[src/hw/rtl/utf8v_pkg.sv]
`default_nettype none
package utf8v_pkg;

    // width of the byte offset counters
    localparam int OFFSET_BITS = 32;
    localparam int RESULT_OFFSET_BITS = 32;

    // lead byte ranges
    localparam logic [7:0] ASCII_MAX = 8'h7F;
    localparam logic [7:0] LEAD2_MIN = 8'hC2;
    localparam logic [7:0] LEAD2_MAX = 8'hDF;
    localparam logic [7:0] LEAD3_MIN = 8'hE0;
    localparam logic [7:0] LEAD3_MAX = 8'hEF;
    localparam logic [7:0] LEAD4_MIN = 8'hF0;
    localparam logic [7:0] LEAD4_MAX = 8'hF4;

    // continuation byte form 10xxxxxx
    localparam logic [7:0] CONT_MASK = 8'hC0;
    localparam logic [7:0] CONT_TAG  = 8'h80;

    // sequence widths
    localparam logic [2:0] SEQ_LEN_NONE = 3'd0;
    localparam logic [2:0] SEQ_LEN_2    = 3'd2;
    localparam logic [2:0] SEQ_LEN_3    = 3'd3;
    localparam logic [2:0] SEQ_LEN_4    = 3'd4;

    // code point limits
    localparam logic [20:0] MIN_CP_2   = 21'h00080;
    localparam logic [20:0] MIN_CP_3   = 21'h00800;
    localparam logic [20:0] MIN_CP_4   = 21'h10000;
    localparam logic [20:0] MAX_CP     = 21'h10FFFF;
    localparam logic [20:0] SURR_FIRST = 21'h0D800;
    localparam logic [20:0] SURR_LAST  = 21'h0DFFF;

    typedef logic [OFFSET_BITS-1:0] t_pos;

    typedef struct packed {
        logic [7:0] data_byte;
        logic       last_byte;
    } t_in;

    typedef struct packed {
        logic                          text_valid;
        logic [RESULT_OFFSET_BITS-1:0] error_offset;
    } t_out;

    // overlong, above range or surrogate
    function automatic logic value_out_of_range(logic [20:0] cp, logic [2:0] len);
        logic [20:0] least;
        least = MIN_CP_2;
        if (len == SEQ_LEN_3) least = MIN_CP_3;
        if (len == SEQ_LEN_4) least = MIN_CP_4;
        return (cp < least) || (cp > MAX_CP) || ((cp >= SURR_FIRST) && (cp <= SURR_LAST));
    endfunction

    // low bits of an offset for the result field
    function automatic logic [RESULT_OFFSET_BITS-1:0] result_offset(t_pos pos);
        logic [63:0] wide;
        wide = 64'(pos);
        return wide[RESULT_OFFSET_BITS-1:0];
    endfunction

endpackage
`default_nettype wire

[src/hw/rtl/utf8v_in_stage.sv]
`default_nettype none
module utf8v_in_stage (
    input  wire logic          i_clk,
    input  wire logic          i_rst_n,
    input  wire logic          i_valid,
    output logic               o_ready,
    input  wire utf8v_pkg::t_in i_data,
    input  wire logic          i_take,
    output logic               o_valid,
    output utf8v_pkg::t_in     o_data
);

    logic           r_vld;
    logic           n_vld;
    utf8v_pkg::t_in r_item;

    // room when empty or when the held byte leaves this cycle
    assign o_ready = !r_vld || i_take;

    always_comb begin
        n_vld = r_vld;
        if (i_take) n_vld = 1'b0;
        if (i_valid && o_ready) n_vld = 1'b1;
    end

    // control register
    always_ff @(posedge i_clk) begin
        if (!i_rst_n) begin
            r_vld <= 1'b0;
        end else begin
            r_vld <= n_vld;
        end
    end

    // payload register, loaded on each input transfer
    always_ff @(posedge i_clk) begin
        if (i_valid && o_ready) begin
            r_item <= i_data;
        end
    end

    assign o_valid = r_vld;
    assign o_data  = r_item;

endmodule
`default_nettype wire

[src/hw/rtl/utf8v_core.sv]
`default_nettype none
module utf8v_core (
    input  wire logic           i_clk,
    input  wire logic           i_rst_n,
    input  wire logic           i_step,
    input  wire utf8v_pkg::t_in i_item,
    output utf8v_pkg::t_out     o_result
);

    utf8v_pkg::t_pos r_pos;
    utf8v_pkg::t_pos n_pos;
    utf8v_pkg::t_pos r_seq_start;
    utf8v_pkg::t_pos n_seq_start;
    logic [2:0]      r_seq_len;
    logic [2:0]      n_seq_len;
    logic [1:0]      r_remaining;
    logic [1:0]      n_remaining;
    logic [20:0]     r_acc;
    logic [20:0]     n_acc;
    logic            r_err;
    logic            n_err;
    logic            r_fault;
    logic            n_fault;
    utf8v_pkg::t_pos r_err_pos;
    utf8v_pkg::t_pos n_err_pos;

    // per-byte state update
    always_comb begin
        logic [7:0] b;
        logic [2:0] w;
        logic [20:0] lead_bits;
        logic       fin_err;
        utf8v_pkg::t_pos fin_pos;
        b           = i_item.data_byte;
        w           = utf8v_pkg::SEQ_LEN_NONE;
        lead_bits   = '0;
        n_pos       = r_pos;
        n_seq_start = r_seq_start;
        n_seq_len   = r_seq_len;
        n_remaining = r_remaining;
        n_acc       = r_acc;
        n_err       = r_err;
        n_fault     = r_fault;
        n_err_pos   = r_err_pos;

        // lead byte decode
        priority if (b <= utf8v_pkg::ASCII_MAX) begin
            w = 3'd1;
        end else if (b >= utf8v_pkg::LEAD2_MIN && b <= utf8v_pkg::LEAD2_MAX) begin
            w = utf8v_pkg::SEQ_LEN_2;
            lead_bits = {16'd0, b[4:0]};
        end else if (b >= utf8v_pkg::LEAD3_MIN && b <= utf8v_pkg::LEAD3_MAX) begin
            w = utf8v_pkg::SEQ_LEN_3;
            lead_bits = {17'd0, b[3:0]};
        end else if (b >= utf8v_pkg::LEAD4_MIN && b <= utf8v_pkg::LEAD4_MAX) begin
            w = utf8v_pkg::SEQ_LEN_4;
            lead_bits = {18'd0, b[2:0]};
        end else begin
            w = utf8v_pkg::SEQ_LEN_NONE;
        end

        if (!r_err) begin
            if (r_remaining == 2'd0) begin
                // start of a character
                if (w == utf8v_pkg::SEQ_LEN_NONE) begin
                    n_err     = 1'b1;
                    n_err_pos = r_pos;
                end else if (w > 3'd1) begin
                    n_seq_start = r_pos;
                    n_seq_len   = w;
                    n_remaining = 2'(w - 3'd1);
                    n_acc       = lead_bits;
                    n_fault     = 1'b0;
                end
            end else begin
                // continuation byte, first bad one remembered
                if (((b & utf8v_pkg::CONT_MASK) != utf8v_pkg::CONT_TAG) && !r_fault) begin
                    n_fault   = 1'b1;
                    n_err_pos = r_pos;
                end
                n_acc       = {r_acc[14:0], b[5:0]};
                n_remaining = r_remaining - 2'd1;
                if (n_remaining == 2'd0) begin
                    if (n_fault) begin
                        n_err = 1'b1;
                    end else if (utf8v_pkg::value_out_of_range(n_acc, r_seq_len)) begin
                        n_err     = 1'b1;
                        n_err_pos = r_seq_start;
                    end
                    n_fault = 1'b0;
                end
            end
        end

        // saturating offset counter
        if (!(&r_pos)) n_pos = r_pos + 1'b1;

        // end of text: truncated sequence reported at its lead
        fin_err = n_err;
        fin_pos = n_err_pos;
        if (!n_err && n_remaining != 2'd0) begin
            fin_err = 1'b1;
            fin_pos = n_seq_start;
        end
        o_result.text_valid   = !fin_err;
        o_result.error_offset = fin_err ? utf8v_pkg::result_offset(fin_pos) : '0;

        if (i_item.last_byte) begin
            n_pos       = '0;
            n_seq_start = '0;
            n_seq_len   = utf8v_pkg::SEQ_LEN_NONE;
            n_remaining = 2'd0;
            n_acc       = '0;
            n_err       = 1'b0;
            n_fault     = 1'b0;
            n_err_pos   = '0;
        end
    end

    // decoder state
    always_ff @(posedge i_clk) begin
        if (!i_rst_n) begin
            r_pos       <= '0;
            r_seq_start <= '0;
            r_seq_len   <= utf8v_pkg::SEQ_LEN_NONE;
            r_remaining <= 2'd0;
            r_acc       <= '0;
            r_err       <= 1'b0;
            r_fault     <= 1'b0;
            r_err_pos   <= '0;
        end else if (i_step) begin
            r_pos       <= n_pos;
            r_seq_start <= n_seq_start;
            r_seq_len   <= n_seq_len;
            r_remaining <= n_remaining;
            r_acc       <= n_acc;
            r_err       <= n_err;
            r_fault     <= n_fault;
            r_err_pos   <= n_err_pos;
        end
    end

endmodule
`default_nettype wire

[src/hw/rtl/utf8v_out_stage.sv]
`default_nettype none
module utf8v_out_stage (
    input  wire logic            i_clk,
    input  wire logic            i_rst_n,
    input  wire logic            i_load,
    input  wire utf8v_pkg::t_out i_data,
    output logic                 o_free,
    output logic                 o_valid,
    input  wire logic            i_ready,
    output utf8v_pkg::t_out      o_data
);

    logic            r_vld;
    logic            n_vld;
    utf8v_pkg::t_out r_data;

    // free when empty or when the held result transfers now
    assign o_free = !r_vld || i_ready;

    always_comb begin
        n_vld = r_vld;
        if (r_vld && i_ready) n_vld = 1'b0;
        if (i_load) n_vld = 1'b1;
    end

    always_ff @(posedge i_clk) begin
        if (!i_rst_n) begin
            r_vld <= 1'b0;
        end else begin
            r_vld <= n_vld;
        end
    end

    // result payload
    always_ff @(posedge i_clk) begin
        if (i_load) begin
            r_data <= i_data;
        end
    end

    assign o_valid = r_vld;
    assign o_data  = r_data;

endmodule
`default_nettype wire

[src/hw/rtl/utf8_stream_validator.sv]
// the final byte is held in the input register; its result loads into the result register when it steps
// throughput: one byte per cycle; the final byte waits only while a result is held
// the input register, the decoder and the result register set that figure
// reset: synchronous, active low; clears all decoder state and both valid flags
// after each final byte the decoder returns to its reset state for the next text
`default_nettype none
module utf8_stream_validator (
    input  wire logic            i_clk,
    input  wire logic            i_rst_n,
    input  wire logic            i_in_valid,
    output logic                 o_in_ready,
    input  wire utf8v_pkg::t_in  i_in_data,
    output logic                 o_out_valid,
    input  wire logic            i_out_ready,
    output utf8v_pkg::t_out      o_out_data
);

    logic            stage_valid;
    utf8v_pkg::t_in  stage_item;
    logic            step;
    logic            out_free;
    utf8v_pkg::t_out result;

    // input register
    utf8v_in_stage u_in (
        .i_clk   (i_clk),
        .i_rst_n (i_rst_n),
        .i_valid (i_in_valid),
        .o_ready (o_in_ready),
        .i_data  (i_in_data),
        .i_take  (step),
        .o_valid (stage_valid),
        .o_data  (stage_item)
    );

    // a byte steps when its result, if any, has room
    assign step = stage_valid && (!stage_item.last_byte || out_free);

    utf8v_core u_core (
        .i_clk    (i_clk),
        .i_rst_n  (i_rst_n),
        .i_step   (step),
        .i_item   (stage_item),
        .o_result (result)
    );

    // result register
    utf8v_out_stage u_out (
        .i_clk   (i_clk),
        .i_rst_n (i_rst_n),
        .i_load  (step && stage_item.last_byte),
        .i_data  (result),
        .o_free  (out_free),
        .o_valid (o_out_valid),
        .i_ready (i_out_ready),
        .o_data  (o_out_data)
    );

endmodule
`default_nettype wire

[config.mk]
export PLATFORM = sky130hd
export DESIGN_NAME = utf8_stream_validator
export DESIGN_NICKNAME = d
export VERILOG_FILES = /design/src/hw/rtl/utf8v_pkg.sv /design/src/hw/rtl/utf8v_in_stage.sv /design/src/hw/rtl/utf8v_core.sv /design/src/hw/rtl/utf8v_out_stage.sv /design/src/hw/rtl/utf8_stream_validator.sv
export SDC_FILE = /design/constraint.sdc
export NUM_CORES = 1
export LEC_CHECK = 0
export BUFFER_PORTS_ARGS = -buffer_cell sky130_fd_sc_hd__buf_2
export CAP_MARGIN = 30
export CELL_PAD_IN_SITES_DETAIL_PLACEMENT = 2
export CELL_PAD_IN_SITES_GLOBAL_PLACEMENT = 2
export CORE_MARGIN = 3
export CORE_UTILIZATION = 38
export DETAILED_ROUTE_END_ITERATION = 8
export PLACE_DENSITY_LB_ADDON = 0.2
export SYNTH_ARGS = -nofsm -noshare
export SYNTH_HDL_FRONTEND = slang
export SYNTH_HIERARCHICAL = 1
export SYNTH_SLANG_ARGS = --single-unit
export TNS_END_PERCENT = 50
[constraint.sdc]
create_clock -name i_clk -period 3.5 [get_ports i_clk]
set_input_delay 0.35 -clock i_clk [delete_from_list [all_inputs] [get_ports i_clk]]
set_output_delay 0.35 -clock i_clk [all_outputs]
set_load 0.02 [all_outputs]
# Yosys cells after proc, flatten, opt, wreduce, memory -nomap -nowiden
# Index checks and enable logic that the tools add are counted.
classes:
  magnitude_cmp: 12
  addsub: 3
  eq_ne: 8
  mux: 66
  n_reduce_logical: 33
op_table:
  columns: ["operator", "count"]
  rows:
  - ["$mux 32", 16]
  - ["$mux 15", 7]
  - ["$mux 21", 4]
  - ["$add 32x1->32 const B", 1]
  - ["$reduce_and 32->1", 1]
  - ["$mux 3", 10]
  - ["$ge 8x8->1 const B", 3]
  - ["$le 8x8->1 const B", 3]
  - ["$ge 21x16->1 const B", 1]
  - ["$gt 21x21->1 const B", 1]
  - ["$le 21x16->1 const B", 1]
  - ["$lt 21x21->1", 1]
  - ["$mux 1", 21]
  - ["$mux 17", 1]
  - ["$mux 12", 1]
  - ["$logic_and 1x1->1", 10]
  - ["$mux 2", 5]
  - ["$reduce_bool 2->1", 5]
  - ["$le 8x7->1 const B", 1]
  - ["$ne 2x2->1 const B", 4]
  - ["$logic_not 1->1", 6]
  - ["$ne 3x3->1 const B", 2]
  - ["$logic_or 1x1->1", 5]
  - ["$reduce_and 5->1", 1]
  - ["other kinds (9)", 11]
word_totals:
  ff_bits: 162
  word_cells: 136
  output_inout_bits: 35
  input_bits: 13

# Logic depth before layout (Yosys ltp)
logic_depth:
  ltp_word: 21
  depth_mapped: 12
  depth_no_buf: 9

# By module
# Netlist, hierarchy kept.
by_module_without_submodules:
  columns: ["module", "cells_per_inst", "seq_area_each_um2", "n_inst", "area_each_um2"]
  rows:
  - ["utf8v_core", 1161, 2362.3, 1, 8491.9]
  - ["utf8v_out_stage", 37, 1011.0, 1, 1039.7]
  - ["utf8v_in_stage", 14, 290.3, 1, 327.8]
  - ["utf8_stream_validator", 3, 0.0, 1, 18.8]

# Worst setup path before layout
# Ideal clock, no wire load.
synth_path:
  kind: "register to register"
  from: "register u_in.r_item (netlist bit u_in/o_data[6])"
  to: "register u_out.r_data (netlist bit u_out/o_data[0]) (data pin)"
  path_buffers: 2
  arrival_ns: 2.532
  path_stages_with_launch: 12
  setup_ns: 0.262
  t_required_ns: 3.238
  period_less_slack_ns: 2.795
  setup_slack_ns: 0.705
  cell_sequence: "edfxtp_1 or4_1 o211a_1 inv_1 ha_1 o31ai_1 a211oi_1 o2bb2ai_4 or2_1 buf_2 buf_4 o22ai_1"
synth_between:
  elab_chain_len: 14
  elab_cells_between_ends: 49
  cone_classes: "1 x add/sub; 12 x order compare; 26 x mux; 10 x reduce/logical"
synth_lines:
  columns: ["item", "line", "rtl"]
  rows:
  - ["from (decl)", "utf8v_in_stage.sv:15", "utf8v_pkg::t_in r_item;"]
  - ["from (signal assigned)", "utf8v_in_stage.sv:38", "r_item <= i_data;"]
  - ["$ge 8x8->1 / $le 8x8->1 (equally long branches)", "utf8v_core.sv:55", "end else if (b >= utf8v_pkg::LEAD4_MIN && b <= utf8v_pkg::LEAD4_MAX) begin"]
  - ["$logic_and 1x1->1", "utf8v_core.sv:55", null]
  - ["$mux 3", "utf8v_core.sv:55", null]
  - ["$mux 3", "utf8v_core.sv:52", "end else if (b >= utf8v_pkg::LEAD3_MIN && b <= utf8v_pkg::LEAD3_MAX) begin"]
  - ["$mux 3", "utf8v_core.sv:49", "end else if (b >= utf8v_pkg::LEAD2_MIN && b <= utf8v_pkg::LEAD2_MAX) begin"]
  - ["$mux 3", "utf8v_core.sv:47", "priority if (b <= utf8v_pkg::ASCII_MAX) begin"]
  - ["$gt 3x1->1", "utf8v_core.sv:68", "end else if (w > 3'd1) begin"]
  - ["$mux 2", "utf8v_core.sv:68", null]
  - ["$mux 2", "utf8v_core.sv:65", "if (w == utf8v_pkg::SEQ_LEN_NONE) begin"]
  - ["$mux 2", "utf8v_core.sv:63", "if (r_remaining == 2'd0) begin"]
  - ["$mux 2", "utf8v_core.sv:62", "if (!r_err) begin"]
  - ["$reduce_bool 2->1", "utf8v_core.sv:101", "if (!n_err && n_remaining != 2'd0) begin"]
  - ["$logic_and 1x1->1", "utf8v_core.sv:101", null]
  - ["$mux 32 / $mux 1 (equally long branches)", "utf8v_core.sv:101", null]
  - ["to (signal assigned)", "utf8v_out_stage.sv:37", "r_data <= i_data;"]
  - ["to (decl)", "utf8v_out_stage.sv:15", "utf8v_pkg::t_out r_data;"]
# Several ways; a longest one is shown, not always the timed one.
# A chain may end at the register's enable or synchronous reset.

# Worst setup path in the final report
layout_path:
  from: "register u_in.r_item (netlist bit u_in/o_data[6])"
  to: "register u_out.r_data (netlist bit u_out/o_data[22]) (data pin)"
# Same word-level chain as after synthesis.

==> impl_metrics.py <==
metrics = {
    "drt": {
        "drtPass1Iterations": 5,
        "drt_iter0_drc": 839,
        "wl_per_cell_um": 25.7,
        "drc_errors": 0,
        "vias_per_cell": 6.50,
        "ant_nets": 0,
        "finalWirelength_mm": 39.6,
        "vias": 9983,
    },
    "logic_synthesis": {
        "synthDominantCellAreaShare": 0.243,
        "netlist_area_um2": 9880,
        "synth_commonest_cells": "nor2_1, nand2_1, dfxtp_1, o21ai_0, clkbuf_1",
        "synthTopCellsByArea": "dfxtp_1, edfxtp_1, o21ai_0, nor2_1, nand2_1",
        "synth_ff_type": "dfxtp_1",
        "synthCells": 1215,
        "synth_nets": 1232,
        "yosysMostFrequentCell": "nor2_1",
        "synth_edf_count": 42,
        "async_reset_ff_frac": 0,
        "synth.distinct_cells": 74,
        "ys_ff_latch": 162,
        "ys_seq_area_frac": 0.371,
        "yosys_warnings": 6,
        "synth.avg_cell_area_um2": 8.13,
        "yosysTopAreaCell": "dfxtp_1",
    },
    "die": {
        "die_x_um": 167,
        "die_h_um": 167,
        "core_um2": 25400,
        "placementRows": 58,
        "dieArea_um2": 28000,
        "num_io_pins": 48,
        "initial_core_util": 0.389,
    },
    "pwr": {
        "cellPowerDensity_nw_per_um2": 411,
        "leakage_uw": 0.00390,
        "ir_drop_mv": 0.219,
    },
    "grt": {
        "grt_pass1_wl_mm": 63.5,
        "grt_pass1_vias": 10795,
        "grt_antenna_before_repair": 0,
        "grt_max_degree": 63,
        "gr-total-overflow": 0,
        "grtUsageTotal": 0.284,
    },
    "setup_path": {
        "crit_chain": "or4_1 -> o211a_1 -> inv_1 -> ha_1 -> o31ai_1 -> a211oi_2 -> o2bb2ai_4 -> buf_4 -> o221ai_1 -> o22ai_1",
        "start_kind": "flop",
        "cp.required_ns": 3.77,
        "crit_slowest_cell": "or4_1",
        "end_kind": "flop",
        "critPathMaxFanout": 16,
        "crit_type": "flop to flop",
        "cp.arrival_ns": 3.48,
        "cp_slowest_stage_delay_ns": 0.55,
    },
    "placement": {
        "portBuffers": 47,
        "dp.cells": 1505,
        "dp_hpwl_mm": 24.0,
        "gp_congestion": 0.813,
    },
    "cells_and_area": {
        "fin_cells": 1537,
        "num_antenna_cells": 0,
        "drive_gt1_frac": 0.129,
        "area_growth_pct": 11.1,
        "fin_nets": 1211,
    },
    "timing": {
        "drv_slew": 0,
        "worst_pin_slew_ns": 1.02,
        "finalSetupViolCount": 0,
        "fmax_mhz": 312,
        "skew_ns": 0.0157,
        "hold_viol": 0,
        "rsz0062_at_grt": "false",
        "fin_setup_tns_ns": 0,
        "period_share": 0.916,
        "slew-limit-headroom": 0.313,
        "min_period_ns": 3.21,
    },
    "clock_network": {
        "clock_latency_ns": 0.44,
        "htreeDepth": 4,
        "postCtsHoldBufs": 0,
        "clkSinkCount": 162,
        "clockBufferDepth": 2,
        "post-cts-setup-buffers": 0,
        "clkTransAtPathRegs_ns": 0.08,
        "cts_buffers": 17,
        "root_buffer": "clkbuf_16",
        "cts_tree": "done",
    },
    "min_path": {
        "hold_class": "primary input to flop",
    },
    "job": {
        "maxCapViolCount": 0,
    },
    "run_status": {
        "outcome": "completed",
    },
}
## worst paths after layout
| check | cells after the start | slack (ns) | to | start |
|---|---|---|---|---|
| worst min register to register | 2 | 0.50 | u_core/r_seq_len[1] | u_core/r_seq_len[1] |
| worst max register to register | 10 | 0.29 | u_out/o_data[22] | u_in/o_data[6] |
| worst max-delay path | 10 | 0.29 | u_out/o_data[22] | u_in/o_data[6] |
| worst min-delay path | 1 | 0.08 | u_in/o_data[5] | i_in_data[5] |
## layout by cell type, fill, tap and decap left out, types with 5 or more instances in the layout
cell type and instances:
nand2b_1 5, nand3_1 40, nor3_1 20, xnor2_1 23, o21ai_0 103, and2_1 8, o31ai_1 5, a22o_1 10
dfxtp_1 120, mux2i_1 33, buf_12 5, inv_8 7, a211oi_1 34, a32o_1 5, a21boi_0 36, nor2b_1 7
a2111oi_0 32, nor2_1 125, o21a_1 33, buf_2 47, edfxtp_1 42, nand4_1 9, buf_4 39, inv_1 16
nand2_1 125, a21oi_1 75, o221ai_1 31, clkbuf_16 17, o311ai_1 31, o22ai_1 32
## layer usage
layer	wire (um)	track usage
met4	808	0.0907
met5	0	0
met1	18200	0.377
met2	19200	0.489
met3	1300	0.0307
## where the power goes
group / switching (uW) / internal [uW]
clock: 950 / 961
combinational: 412 / 177
sequential: 39.7 / 1970
## repair_timing
action                     4_1_cts  5_1_grt
resized for setup                0        1
hold endpoints to repair         0        0
setup endpoints to repair        0        1
## stage by stage
step | utilization | cell area, um^2 | setup WS, ns | hold WS (ns) | power [uW]
CTS | 0.432 | 11000 | 0.204 | 0.0621 | 4550
global route | 0.432 | 11000 | 0.0895 | 0.0622 | 4680
floorplan | - | 9880 | 0.705 | 0.448 | 2410
global placement | 0.408 | 10400 | 0.391 | 0.465 | 2610
finish | 0.432 | 11000 | 0.294 | 0.0818 | 4510
detailed placement | 0.409 | 10400 | 0.264 | 0.482 | 2630
## worst max-delay path, delay by kind of cell, from the launching register on
| kind | cells | cell delay, ns |
|---|---|---|
| AO/OA/AOI/OAI | 6 | 1.42 |
| adder cells (fa/ha/maj) | 1 | 0.23 |
| buffers and inverters | 2 | 0.34 |
| flip-flops | 1 | 0.48 |
| AND/OR/NAND/NOR | 1 | 0.55 |
## sequential cells by signal (all words and copies together) (netlist names)
signal,flops
u_core/r_seq_len,3
u_out/o_valid,1
u_in/o_data,9
u_core/r_fault,1
u_core/r_err_pos,32
u_out/o_data,33
u_in/o_valid,1
u_core/r_err,1
u_core/r_acc,15
u_core/r_remaining,2
u_core/r_pos,32
u_core/r_seq_start,32
## logic make-up after synthesis
| logic type | share of synthesized area |
|---|---|
| adder cells (fa/ha/maj) | 0.00507 |
| AO/OA/AOI/OAI | 0.328 |
| flip-flops | 0.371 |
| AND/OR/NAND/NOR | 0.177 |
| buffers and inverters | 0.0651 |
| XOR/XNOR | 0.0213 |
| multiplexers | 0.0334 |
## cell type report
| cell class | count | area [um^2] |
|---|---|---|
| fill | 2862 | 14400 |
| multi-input combinational | 906 | 5630 |
| sequential | 162 | 3660 |
| timing repair buffer | 91 | 628 |
| clock buffer | 17 | 425 |
| tap | 330 | 413 |
| clock inverter | 15 | 156 |
| inverter | 16 | 60.1 |
No activity file was read; power rests on OpenSTA's default activity.
